### src/hw/rtl/cfd_ram.sv
module cfd_ram #(
   parameter int WIDTH = 8,
   parameter int DEPTH = 16
) (
   input  logic                     clock,
   input  logic                     wr_en,
   input  logic [$clog2(DEPTH > 1 ? DEPTH : 2)-1:0] wr_addr,
   input  logic [WIDTH-1:0]         wr_data,
   input  logic                     rd_en,
   input  logic [$clog2(DEPTH > 1 ? DEPTH : 2)-1:0] rd_addr,
   output logic [WIDTH-1:0]         rd_data
);
   logic [WIDTH-1:0] mem_ff [DEPTH];
   logic [WIDTH-1:0] rd_data_ff;

   // Read-first: a read at the address being written returns the old word.
   always_ff @(posedge clock) begin
      if (wr_en) begin
         mem_ff[wr_addr] <= wr_data;
      end
      if (rd_en) begin
         rd_data_ff <= mem_ff[rd_addr];
      end
   end

   assign rd_data = rd_data_ff;
endmodule

### config.mk
export PLATFORM = sky130hd
export DESIGN_NAME = cfd_ram
export DESIGN_NICKNAME = d
export VERILOG_FILES = /design/src/hw/rtl/cfd_ram.sv
export SDC_FILE = /design/constraint.sdc
export NUM_CORES = 1
export LEC_CHECK = 0
export ABC_AREA = 1
export BUFFER_PORTS_ARGS = -buffer_cell sky130_fd_sc_hd__buf_4
export CAP_MARGIN = 30
export CORE_AREA = 2 2 130 81
export DETAILED_ROUTE_END_ITERATION = 10
export DIE_AREA = 0 0 132 83
export PLACE_DENSITY = 0.79
export SLEW_MARGIN = 20
export SYNTH_ARGS = -nofsm -noshare
export SYNTH_HDL_FRONTEND = slang
export SYNTH_SLANG_ARGS = --single-unit
### constraint.sdc
create_clock -name clock -period 1.4 [get_ports clock]
set_input_delay 0.21 -clock clock [delete_from_list [all_inputs] [get_ports clock]]
set_output_delay 0.21 -clock clock [all_outputs]
set_load 0.005 [all_outputs]
==> results.toml <==
[yosys]
syn_nets = 570
yosys_register_bits = 136
yosysMostFrequentCell = "nand2_1"
synthSimpleGateAreaFrac_pct = 20.8
synth_top_area_share_pct = 69.8
yosysUniqueCellTypes = 11
yosysTopAreaCell = "edfxtp_1"
netlist_top_cells_count = "nand2_1, edfxtp_1, inv_1"
synth.avg_cell_area_sq_um = 10.6
synthArstFlopShare_pct = 0
syn_inst = 551
yosys-mux-area-fraction_pct = 0
synth_edf_count = 136
synth_top_family_by_area = "simple AND/OR/NAND/NOR gates"
yosysSeqAreaShare_pct = 69.8
synth-compound-area-share_pct = 0
ys_warn_count = 0
syn-cell-area_sq_um = 5850
synth_xor_area_share_pct = 0
synthFlopType = "edfxtp_1"
synthAdderAreaFrac_pct = 0
synth_area_leaders = "edfxtp_1, nand2_1, nand3_1, inv_1, buf_6"

[clock_tree]
clk_latency_ps = 410
cts-buffers-inserted = 17
clk_pin_slew_ps = 60
cts_resized = 0
numClockSinks = 136
cts_tree = "yes"
root_buffer = "clkbuf_16"
htreeDepth = 4
cts_buffer_depth = 2
ctsHoldBuffers = 0
cts_setup_buffers = 0

[timing]
relSlewSlack_pct = 57.8
hold_violations = 0
worst_pin_slew_ps = 632
clock-skew-final_ps = 6.88
slew_violations = 0
post-route-min-period_ps = 1210
finalSetupViolCount = 0
max_freq_mhz = 825
post-route-period-util_pct = 86.6
rsz0062_at_grt = "false"

[grt]
grt_pass1_wl_um = 21600
grt_start_max_net_pins = 35
grt_usage_pct = 26.9
overflow = 0
first_global_vias = 3853
grt_antenna_before_repair = 0

[outcome]
status = "complete, no violations"

[setup_path]
crit_required_ps = 1190
r2r_slack_ps = 200
slowest_stage = "edfxtp_1"
r2r-end = "rd_data[4]"
path_cells = "buf_4"
reg2reg_depth = 6
crit_arrival_ps = 1000
crit_path_max_fanout = 1
cp-end-kind = "output port"
rr_startpoint = "mem_ff[0][4]"
critical-path-top-delay-family = "flip-flops"
max_stage_delay_ps = 430
critPathLaunchType = "flop"
critPathBufInv = 1
crit_type = "reg2out"

[final_layout]
ff_latch_area_sq_um = 4080
area_growth_pct = 17.6
n_antenna_cell = 0
fillCellCount = 674
multiInputGateArea_sq_um = 1210
final_core_util_pct = 70.9
drive_gt1_share_pct = 13.0
final_net_count = 614
layout.cells.non_filler = 743

[power_and_ir_drop]
p_per_area_nw_per_um2 = 1430
leakagePower_uw = 0.00298
ir_worst_vdd_v = 0.000968

[flow_run]
drv_cap = 0

[floorplan]
die_h_um = 83
ios = 27
die_w_um = 132
initial_core_util_pct = 60.3
die_area_sq_um = 11000
num_rows = 28
core-area_sq_um = 9700

[hold_path]
min_to = "rd_data[3]"
hold_path_class = "in2reg"
min_from = "rd_en"
holdPathStages = 1

[detailed_routing]
num_vias = 4128
drtIter0Drc = 560
drt_wl_total_um = 14000
wl_per_cell_um = 18.9
post-route-drc-count = 0
dr.pass1.iters = 5
ant_nets = 0
viasPerCell = 5.56

[place]
hpwl_um = 8510
place_inst = 711
place.gp.congestion = 0.917
io_buffer_count = 26
[how the worst max path moves through the flow]
stage	start	endpoint	depth (start not counted)
6_report	rd_data[0]	rd_data[0]	1
3_3_place_gp	rd_addr[1]	rd_data[5]	6
3_5_place_dp	rd_addr[1]	rd_data[7]	6
2_1_floorplan	wr_addr[2]	mem_ff[10][0]	2
4_1_cts	rd_data[0]	rd_data[0]	1
5_1_grt	mem_ff[5][5]	rd_data[5]	6
[final cells by class]
class                   count  area share [%]
well taps                 135            2.46
clock buffers              19            6.29
flip-flops and latches    136            59.4
multi-input cells         289            17.6
repair buffers             49            6.08
clock inverters            13            2.58
inverters                 102            5.57
[kinds of logic after synthesis]
kind of cell,after synthesis
buf+inv,126
simple gates,289
flops,136
[cell usage in the layout (no fill, tap or decap), drive strengths merged]
master,instances
inv,103
clkbuf,19
nor2,17
buf,49
nand2,173
nand3b,2
nand3,97
clkinvlp,3
clkinv,5
edfxtp,136
bufinv,4
[power breakdown]
part | internal [uW] | switching, uW
combinational | 198 | 409
sequential | 4590 | 34.0
clock | 2970 | 1610
[per-stage QoR]
step	setup WS, ps	power, uW	setup TNS, ps	hold slack (ps)	cell area [sq um]
finish	188	9810	0	117	6880
global route	142	10100	0	104	6880
CTS	184	9840	0	97.9	6880
detailed placement	-43.6	5290	-117	521	6270
global placement	3.54	5270	0	511	6270
floorplan	239	5020	0	309	5850
[registers in the layout, summed over array words and instances, names as in the netlist]
signal,flops
mem_ff,128
rd_data,8
[routing by layer]
layer  vias to the layer above  GRT usage (%)  share of wire [%]
li1                       1872              -                  -
met4                         0           9.78                1.3
met1                      1944           40.3                 43
met5                         -              0                  0
met2                       294           37.9                 43
met3                        18           7.57                 13
Power figures use the tool's default switching activity.
