--- src/hw/rtl/cfd_pkg.sv ---
package cfd_pkg;

   localparam int OPCODE_W  = 2;
   localparam int CHANNEL_W = 9;
   localparam int FRAME_W   = 32;
   localparam int LEVEL_W   = 8;
   localparam int LENGTH_W  = 16;
   localparam int SLOPE_W   = 9;
   localparam int TOL_W     = 8;
   localparam int CSR_ADDR_W = 3;
   localparam int CSR_DATA_W = 32;

   localparam logic [OPCODE_W-1:0] OP_PRIME  = 2'd0;
   localparam logic [OPCODE_W-1:0] OP_SAMPLE = 2'd1;
   localparam logic [OPCODE_W-1:0] OP_FLUSH  = 2'd2;

   // Register index, taken from paddr bit 2 (registers are 4 bytes apart).
   localparam logic REG_SLOPE_TOLERANCE = 1'b0;
   localparam logic REG_MIN_FADE_FRAMES = 1'b1;

   localparam logic [TOL_W-1:0]    SLOPE_TOLERANCE_RESET = 8'd1;
   localparam logic [LENGTH_W-1:0] MIN_FADE_FRAMES_RESET = 16'd2;

   typedef struct packed {
      logic [TOL_W-1:0]    slope_tolerance;
      logic [LENGTH_W-1:0] min_fade_frames;
   } cfd_cfg_type;

   // One channel's record as stored in the channel memory.
   typedef struct packed {
      logic [LEVEL_W-1:0]        previous_level;
      logic [FRAME_W-1:0]        run_start_frame;
      logic [LEVEL_W-1:0]        run_first_level;
      logic [LEVEL_W-1:0]        run_last_level;
      logic [LENGTH_W-1:0]       run_frames;
      logic signed [SLOPE_W-1:0] run_slope;
   } cfd_entry_type;

endpackage

--- src/hw/rtl/cfd_csr.sv ---
module cfd_csr (
   input  logic                           clock,
   input  logic                           reset,
   input  logic                           csr_psel,
   input  logic                           csr_penable,
   input  logic                           csr_pwrite,
   input  logic [cfd_pkg::CSR_ADDR_W-1:0] csr_paddr,
   input  logic [cfd_pkg::CSR_DATA_W-1:0] csr_pwdata,
   output logic [cfd_pkg::CSR_DATA_W-1:0] csr_prdata,
   output logic                           csr_pready,
   output cfd_pkg::cfd_cfg_type           cfg
);
   import cfd_pkg::*;

   cfd_cfg_type cfg_ff;
   cfd_cfg_type cfg_in;
   logic        wr_strobe;

   assign csr_pready = 1'b1;
   assign wr_strobe  = csr_psel && csr_penable && csr_pwrite;

   always_comb begin
      cfg_in = cfg_ff;
      if (wr_strobe) begin
         unique case (csr_paddr[2])
            REG_SLOPE_TOLERANCE: cfg_in.slope_tolerance = csr_pwdata[TOL_W-1:0];
            REG_MIN_FADE_FRAMES: cfg_in.min_fade_frames = csr_pwdata[LENGTH_W-1:0];
            default: cfg_in = cfg_ff;
         endcase
      end
   end

   always_comb begin
      unique case (csr_paddr[2])
         REG_SLOPE_TOLERANCE: csr_prdata = CSR_DATA_W'(cfg_ff.slope_tolerance);
         REG_MIN_FADE_FRAMES: csr_prdata = CSR_DATA_W'(cfg_ff.min_fade_frames);
         default: csr_prdata = '0;
      endcase
   end

   always_ff @(posedge clock) begin
      if (reset) begin
         cfg_ff.slope_tolerance <= SLOPE_TOLERANCE_RESET;
         cfg_ff.min_fade_frames <= MIN_FADE_FRAMES_RESET;
      end else begin
         cfg_ff <= cfg_in;
      end
   end

   assign cfg = cfg_ff;
endmodule

--- config.mk ---
export PLATFORM = sky130hd
export DESIGN_NAME = cfd_csr
export DESIGN_NICKNAME = d
export VERILOG_FILES = /design/src/hw/rtl/cfd_pkg.sv /design/src/hw/rtl/cfd_csr.sv
export SDC_FILE = /design/constraint.sdc
export NUM_CORES = 1
export LEC_CHECK = 0
export BUFFER_PORTS_ARGS = -buffer_cell sky130_fd_sc_hd__buf_2
export CAP_MARGIN = 10
export CORE_ASPECT_RATIO = 1.2
export CORE_MARGIN = 1
export CORE_UTILIZATION = 36
export CTS_CLUSTER_DIAMETER = 30
export DETAILED_ROUTE_END_ITERATION = 6
export GPL_TIMING_DRIVEN = 0
export PLACE_DENSITY = 0.73
export SLEW_MARGIN = 25
export SYNTH_ARGS = -nofsm -noshare
export SYNTH_HDL_FRONTEND = slang
export SYNTH_SLANG_ARGS = --single-unit
--- constraint.sdc ---
create_clock -name clock -period 0.8 [get_ports clock]
set_input_delay 0.04 -clock clock [delete_from_list [all_inputs] [get_ports clock]]
set_output_delay 0.04 -clock clock [all_outputs]
set_load 0.005 [all_outputs]
==> summary.md, run 1 <==
| Metric | Value |
|---|---|
| Status | `complete, but fails checks` |
| Failing checks | `design-rule violations, negative setup slack` |
| Clk_skew | `0 ns` |
| Die Y | `69.1 um` |
| Global-route wire length before repair | `between 4000 and 5000 um` |
| Reg2reg end | `cfg[18]` |
| Total track usage | `15.5%` |
| Hold Crit Class | `in -> reg` |
| H-tree levels | `1` |
| Slew Limit Fails | `0` |
| Final core utilization | `60.1%` |
| Share of cells above drive strength 1 | `59.5%` |
| Placement Setup Slack | `-0.134 ns` |
| DRC errors left | `7` |
| Hold_ws | `~0.032 ns` |
| CTS clk-pin slew, worst paths | `0.08 ns` |
| Top-area cell type share of the netlist area | `a little over a third` |
| Vias in the first global route | `1055` |
| Critical path type | `reg -> out` |
| Placed cell count | `250` |
| Critical Path RT | `0.76 ns` |
| Drt pass-1 iters | `6` |
| Fmax | `roughly 1 GHz` |
| Clk sink count | `24` |
| Mux share of post-synthesis cell area | `24.4%` |
| Drt first-iter violations | `45` |
| Worst IR Drop VDD | `0.000720 V` |
| Main combinational cell family by area after synthesis | `simple AND/OR/NAND/NOR gates` |
| Via count | `1160` |
| Adder and majority gate portion of the synthesized area | `0%` |
| Seq cells post-synth | `24` |
| Simple-Gate Fraction of Synth Area | `25.1%` |
| Worst Path Arrival | `slightly below 1 ns` |
| Sequential-to-total area share from yosys stat | `between 30% and 40%` |
| Dpl hpwl | `2120 um` |
| TritonCTS buffer count | `3` |
| Final Hold Viols | `0` |
| CTS tree | `built` |
| Setup TNS | `-2.75 ns` |
| Cell count after synthesis | `136` |
| Die area | `around 4000 um2` |
| Placement row count | `24` |
| Hold buffers post-CTS | `0` |
| Port bufs | `60` |
| Worst-skew pair later-pin latency | `0.25 ns` |
| Drt via density | `between 4 and 5` |
| Clk root buf | `clkbuf_8` |
| Yosys top cell by area | `dfxtp_1` |
| Max-Cap Viols | `0` |
| Final Cycle Share | `127%` |
| Final setup viols | `28` |
| CP Buf/Inv Count | `1` |
| R2R Setup Slk | `about 0.010 ns` |
| Final wirelength | `3200 um` |
| Synthesized cell area | `1350 um2` |
| Worst-path cell with the longest stage delay | `dfxtp_2` |
| Family with the most delay on the worst path | `flip-flops` |
| Wirelength per Cell | `11.8 um` |
| Worst Hold End | `cfg[8]` |
| FF-to-FF path depth | `4` |
| Max Root-Sink Buffers | `2` |
| Initial antenna violation count | `0` |
| RSZ-0062 raised after global routing | `yes` |
| Cell count of the worst hold path | `3` |
| CP Launch Type | `register` |
| Worst setup margin | `-0.219 ns` |
| Synth-to-layout area growth | `60.3%` |
| Total grt overflow | `0` |
| Die W | `57.9 um` |
| Core Area | `3600 um2` |
| Synth Area in XOR/XNOR | `0%` |
| Non-filler cells, final | `271` |
| Synth Area in Compound Gates | `0%` |
| R2R Path Start | `cfg[18]` |
| Synth top area cells | `dfxtp_1, mux2i_1, nand2b_1` |
| Netlist cell types | `16` |
| Antenna Nets Post-Route | `0` |
| Final layout net count | `274` |
| Yosys warns | `0` |
| Leak | `~0.0011 uW` |
| Io pins | `97` |
| Max incr delay on CP | `0.34 ns` |
| Pwr per Cell Area | `approximately 1100 nW/um2` |
| Setup crit end kind | `output port` |
| Hold path start | `csr_pwdata[8]` |
| RD Place Congestion | `0.683` |
| Synthesized area per cell | `9.94 um2` |
| Initial Util | `37.5%` |
| Antenna cell count | `0` |
| Final min period | `1.02 ns` |
| Crit Path Max Fanout | `2` |
| Largest net degree at the start of global routing | `13` |
| Crit-path cells | `mux2_4 > buf_6` |
| Max FFs per register | `24` |
-- cell type report --
cell class                      count  area [um2]
Multi-Input combinational cell    102         757
Tap cell                           39        48.8
Buffer                             25         198
Clock buffer                        3        41.3
Sequential cell                    24         510
Timing Repair Buffer               78         611
Fill cell                         320        1440
-- kinds of logic after synthesis --
kind of cell,after synthesis
flops,24
buf+inv,25
other cells,2
simple gates,53
mux,32
-- tightest hold or removal path, stage by stage --
cell	delay, ns
buf_2	0.10
nand2b_1	0.06
mux2i_1	0.06
-- layer usage --
layer | vias up | part of all wire, % | track usage (%)
met1 | 513 | 45 | 18.6
met4 | 0 | 1.1 | 5.29
met2 | 45 | 48 | 27.1
met3 | 2 | 6.0 | 2.63
li1 | 600 | - | -
met5 | - | 0 | 0
-- cell usage after synthesis --
cell type,instances
nand2b_1,38
dfxtp_1,24
mux2i_1,24
buf_4,17
and2_1,8
mux2_2,8
clkbuf_1,4
nor2_1,4
conb_1,2
and4_4,1
and4b_1,1
buf_12,1
buf_2,1
buf_6,1
buf_8,1
nand4b_2,1
-- power by group --
group	internal (uW)	switching (uW)
Combinational	285	180
Sequential	1220	18.7
Clock	335	350
Total	1850	549
-- worst max-delay path by stage --
stage                 start             to  slack [ns]  cells after the start
2_1_floorplan  csr_paddr[2]        cfg[10]       -0.04                      5
3_3_place_gp   csr_paddr[2]         cfg[8]       -0.11                      5
3_5_place_dp   csr_paddr[2]         cfg[5]       -0.13                      5
4_1_cts             cfg[22]  csr_prdata[6]       -0.21                      2
5_1_grt             cfg[23]  csr_prdata[7]       -0.25                      2
6_report            cfg[18]  csr_prdata[2]       -0.22                      2
-- timing repair --
action                                 4_1_cts  5_1_grt
setup endpoints to repair                   17       27
endpoints found under the hold margin        0        0
gates resized for setup                     44       26
buffers inserted                            13       10
-- per-stage QoR --
step	cell area, um2	power, uW
after floorplan	1410	1510
after global placement	1760	1640
after detailed placement	1760	1650
after CTS	2030	2400
after global routing	2170	2520
final	2170	2390
-- cell usage in the layout, fill, tap and decap left out, drive strengths merged --
master  netlist  final
and4b         1      1
mux2i        24     24
nor2          4      4
conb          2     17
mux2          8      8
buf          21     99
nand2b       38     38
dfxtp        24     24
and2          8      8
and4          1      1
nand4b        1      1
clkbuf        4      7
Power figures use the tool's default switching activity.
==> run 2: changes to the inputs <==
Settings changed: PLACE_DENSITY 0.73 to 0.75.
==> run 2 against run 1 <==
Effect of this change: the flow still finishes with violations (design-rule violations, negative setup slack); clock skew stayed put; maximum frequency increased by 0.63%; die area did not move; global-route usage fell by 0.42 points; hold slack worse by 0.013 ns; register-to-register slack got worse by 0.15 ns; non-clock buffer count increased by 1; setup slack better by 0.0064 ns; power grew 5.0%; clock power increased by 19%; largest power group unchanged.
==> summary.md, run 2 (synthesis results as in run 1) <==
| Metric | Value |
|---|---|
| Status | `complete, but fails checks` |
| Failing checks | `design-rule violations, negative setup slack` |
| Antenna Nets Post-Route | `0` |
| Antenna cell count | `0` |
| Critical Path RT | `roughly 0.76 ns` |
| Worst setup margin | `-0.212 ns` |
| Die Y | `69.1 um` |
| TritonCTS buffer count | `3` |
| CP Launch Type | `register` |
| Non-filler cells, final | `273` |
| Global-route wire length before repair | `around 4700 um` |
| Comb pwr share | `18.2%` |
| Largest net degree at the start of global routing | `14` |
| CTS clk-pin slew, worst paths | `0.08 ns` |
| Cell count of the worst hold path | `3` |
| Sw frac | `a little under a quarter` |
| Placement Setup Slack | `-0.141 ns` |
| Clk_skew | `0 ns` |
| Slew Limit Fails | `0` |
| Setup crit end kind | `output port` |
| Critical path type | `reg -> out` |
| Io pins | `97` |
| Reg2reg end | `cfg[19]` |
| Leak | `0.00110 uW` |
| Synth-to-layout area growth | `60.3%` |
| Hold path start | `csr_pwdata[13]` |
| Final core utilization | `60.1%` |
| Core Area | `3600 um2` |
| Die W | `between 50 and 60 um` |
| Power Total | `2510 uW` |
| Placement row count | `24` |
| Initial antenna violation count | `0` |
| Max FFs per register | `24` |
| Fmax | `0.988 GHz` |
| Max Root-Sink Buffers | `2` |
| Final min period | `1.01 ns` |
| Via count | `about 1200` |
| Dpl hpwl | `2100 um` |
| Most frequent cells in the layout | `buf_2, nand2b_1, buf_6` |
| Placed cell count | `250` |
| FF-to-FF path depth | `5` |
| Switching Power | `570 uW` |
| Hold_ws | `0.0189 ns` |
| CTS tree | `built` |
| Vias in the first global route | `1085` |
| Total track usage | `~15%` |
| Final setup viols | `28` |
| Share of cells above drive strength 1 | `60.7%` |
| R2R Path Start | `cfg[19]` |
| Worst Hold End | `cfg[13]` |
| Final layout net count | `approximately 280` |
| Worst IR Drop VDD | `0.000644 V` |
| Pwr per Cell Area | `1160 nW/um2` |
| Final wirelength | `3200 um` |
| Reg power frac | `49.4%` |
| Drt pass-1 iters | `7` |
| RSZ-0062 raised after global routing | `yes` |
| R2R Setup Slk | `-0.14 ns` |
| DRC errors left | `7` |
| H-tree levels | `1` |
| Initial Util | `37.5%` |
| Final Hold Viols | `0` |
| Cell Int Power | `a little under 2000 uW` |
| Clk sink count | `24` |
| Final Cycle Share | `127%` |
| Clock power share | `32.4%` |
| Crit Path Max Fanout | `2` |
| Max-Cap Viols | `0` |
| Die area | `4000 um2` |
| Drt first-iter violations | `39` |
| Wirelength per Cell | `around 12 um` |
| Commonest non-fill, non-tap cell in the layout | `buf_2` |
| Drt via density | `4.34` |
| Worst Path Arrival | `0.97 ns` |
| Port bufs | `60` |
| Clk root buf | `clkbuf_8` |
| Hold Crit Class | `in -> reg` |
| RD Place Congestion | `0.678` |
| Total grt overflow | `0` |
| Worst-skew pair later-pin latency | `0.26 ns` |
-- run 2: per-stage QoR --
stage | setup TNS (ns) | cell area [um2]
3_3_place_gp | -2.05 | 1760
6_report | -3.01 | 2170
5_1_grt | -3.83 | 2170
2_1_floorplan | -0.355 | 1410
3_5_place_dp | -2.28 | 1760
4_1_cts | -2.83 | 2020
-- run 2: routing by layer --
layer | track usage, % | part of all wire, % | vias up
met1 | 17.0 | 40 | 539
met2 | 27.7 | 54 | 46
met3 | 2.44 | 5.7 | 0
li1 | - | - | 601
met5 | 0 | 0 | -
met4 | 5.03 | 0 | 0
-- run 2: worst max path at each step --
stage / from / to / slack [ns] / cells past startpoint
after floorplan: csr_paddr[2] / cfg[10] / -0.04 / 5
after global placement: csr_paddr[2] / cfg[5] / -0.11 / 5
after detailed placement: csr_paddr[2] / cfg[11] / -0.14 / 5
after CTS: cfg[22] / csr_prdata[6] / -0.22 / 2
after global routing: cfg[23] / csr_prdata[7] / -0.24 / 2
final: cfg[22] / csr_prdata[6] / -0.21 / 2
-- run 2: timing repair --
item	in CTS	in global routing
hold buffers	0	0
buffers inserted	11	14
pin swaps	0	0
gates resized for setup	39	27
endpoints found under the setup margin	19	30
endpoints found under the hold margin	0	0
-- run 2: critical path, cell delays in order, from the launching register on --
cell and delay [ns]:
dfxtp_2 0.33, mux2_4 0.27, buf_6 0.11
-- run 2: final cells by class --
cell class | count | area [um2]
Buffer | 25 | 198
Clock buffer | 4 | 55.1
Fill cell | 326 | 1440
Multi-Input combinational cell | 102 | 759
Sequential cell | 24 | 510
Tap cell | 39 | 48.8
Timing Repair Buffer | 79 | 594
-- run 2: power by group through the flow --
| stage | combinational [uW] | sequential, uW | clock [uW] |
|---|---|---|---|
| 2_1_floorplan | 245 | 1270 | 0 |
| 3_3_place_gp | 375 | 1270 | 0 |
| 3_5_place_dp | 379 | 1270 | 0 |
| 4_1_cts | 422 | 1240 | 850 |
| 5_1_grt | 497 | 1250 | 893 |
| 6_report | 458 | 1240 | 815 |
==> run 3: changes to the inputs <==
Settings changed: RECOVER_POWER set to 100, SKIP_LAST_GASP set to 1.
==> run 3 against run 2 <==
Effect of this change: the flow still finishes with violations (design-rule violations, negative setup slack); maximum frequency decreased by 0.68%; register-to-register slack improved by 0.15 ns; die area unchanged; global-route usage decreased by 0.46 points; sequential share of layout area increased by 0.66 points; combinational power decreased by 3%; critical path depth unchanged; clock skew unchanged.
==> summary.md, run 3 (synthesis results as in run 1) <==
| Metric | Value |
|---|---|
| Port bufs | `60` |
| Total grt overflow | `0` |
| Final setup viols | `27` |
| Max Root-Sink Buffers | `2` |
| Drt pass-1 iters | `7` |
| Final Cycle Share | `127%` |
| Status | `complete, but fails checks` |
| Pwr per Cell Area | `about 1200 nW/um2` |
| Power Total | `approximately 2500 uW` |
| Setup crit end kind | `output port` |
| Cell count of the worst hold path | `3` |
| Total track usage | `around 15%` |
| Synth-to-layout area growth | `55.9%` |
| Setup TNS | `-2.82 ns` |
| Final wirelength | `roughly 3200 um` |
| Final min period | `around 1.0 ns` |
| Worst Path Arrival | `0.98 ns` |
| Clk_skew | `0 ns` |
| Placed cell count | `250` |
| Global-route wire length before repair | `4560 um` |
| Vias in the first global route | `1045` |
| Failing checks | `design-rule violations, negative setup slack` |
| Hold Crit Class | `in -> reg` |
| Reg power frac | `between 40% and 50%` |
| Fmax | `slightly below 1 GHz` |
| Clk sink count | `24` |
| Worst IR Drop VDD | `roughly 0.0006 V` |
| Share of cells above drive strength 1 | `59.5%` |
| Via count | `around 1200` |
| Critical path type | `reg -> out` |
| Critical Path RT | `0.76 ns` |
| Initial antenna violation count | `0` |
| Worst setup margin | `-0.219 ns` |
| Non-filler cells, final | `271` |
| Comb pwr share | `approximately 18%` |
| Placement row count | `24` |
| Cell Int Power | `1930 uW` |
| Final Hold Viols | `0` |
| Max FFs per register | `24` |
| Core Area | `3600 um2` |
| Wirelength per Cell | `about 12 um` |
| Antenna cell count | `0` |
| Antenna Nets Post-Route | `0` |
| Die area | `4000 um2` |
| Die W | `57.9 um` |
| R2R Path Start | `cfg[8]` |
| Die Y | `69.1 um` |
| Dpl hpwl | `2100 um` |
| FILL cells | `325` |
| RSZ-0062 raised after global routing | `yes` |
| Reg2reg end | `cfg[8]` |
| FF-to-FF path depth | `4` |
| Sw frac | `22.7%` |
| CTS tree | `built` |
| Crit Path Max Fanout | `2` |
| Clk root buf | `clkbuf_8` |
| RD Place Congestion | `0.678` |
| Final layout net count | `around 270` |
| R2R Setup Slk | `0.01 ns` |
| Largest net degree at the start of global routing | `14` |
| Hold path start | `csr_pwdata[13]` |
| Multi-input logic area | `between 700 and 800 um2` |
| Commonest non-fill, non-tap cell in the layout | `buf_2` |
| Max-Cap Viols | `0` |
| CP Launch Type | `register` |
| Drt first-iter violations | `31` |
| Leak | `0.00108 uW` |
| Sequential standard cell area | `about 510 um2` |
| Io pins | `97` |
| Drt via density | `4.29` |
| Initial Util | `37.5%` |
| Worst Hold End | `cfg[13]` |
| CTS clk-pin slew, worst paths | `approximately 0.080 ns` |
| DRC errors left | `9` |
| Slew Limit Fails | `0` |
| Most frequent cells in the layout | `buf_2, nand2b_1, buf_4, mux2i_1, dfxtp_2` |
| Worst-skew pair later-pin latency | `0.26 ns` |
| Clock power share | `32.6%` |
| H-tree levels | `1` |
| Switching Power | `568 uW` |
| TritonCTS buffer count | `3` |
==> run 3: layout make-up <==
cell class / instances / area share [%]
multi-input combinational: 102 / 35.7
timing repair buffer: 77 / 25.8
buffer: 25 / 9.38
clock buffer: 4 / 2.61
sequential: 24 / 24.2
tap: 39 / 2.32
==> run 3: timing repair <==
item	CTS	global route
setup endpoints to repair	19	30
hold buffers	0	0
buffers inserted	11	8
resized for setup	23	29
pin swaps	0	0
==> run 3: power by group through the flow <==
| stage | Sequential, uW | Combinational, uW | Clock [uW] |
|---|---|---|---|
| floorplan | 1270 | 245 | 0 |
| global placement | 1270 | 375 | 0 |
| detailed placement | 1270 | 379 | 0 |
| CTS | 1240 | 405 | 850 |
| global route | 1250 | 484 | 892 |
| finish | 1240 | 444 | 815 |
==> run 3: worst max path at each step <==
stage                      start       endpoint  slack [ns]
CTS                      cfg[22]  csr_prdata[6]       -0.22
floorplan           csr_paddr[2]        cfg[10]       -0.04
finish                   cfg[22]  csr_prdata[6]       -0.22
global route             cfg[22]  csr_prdata[6]       -0.25
global placement    csr_paddr[2]         cfg[5]       -0.11
detailed placement  csr_paddr[2]        cfg[11]       -0.14
==> run 3: critical path: stages (launching register included) <==
cell and delay [ns]:
dfxtp_2 0.33, mux2_4 0.27, buf_6 0.12
==> run 3: stage by stage <==
step,utilization [%],hold slack [ns],cell area [um2],setup slack (ns)
2_1_floorplan,-,0.195,1410,-0.0355
3_3_place_gp,48.9,0.305,1760,-0.115
3_5_place_dp,48.9,0.310,1760,-0.141
4_1_cts,53.9,0.0136,1940,-0.219
5_1_grt,58.5,0.0223,2110,-0.249
6_report,58.5,0.0190,2110,-0.219
==> run 3: per-layer routing <==
| metal | track usage, % | up-vias | part of all wire, % |
|---|---|---|---|
| met2 | 26.4 | 46 | 55 |
| met4 | 5.03 | 0 | 0 |
| met1 | 16.7 | 520 | 39 |
| li1 | - | 597 | - |
| met3 | 2.44 | 0 | 5.9 |
| met5 | 0 | - | 0 |
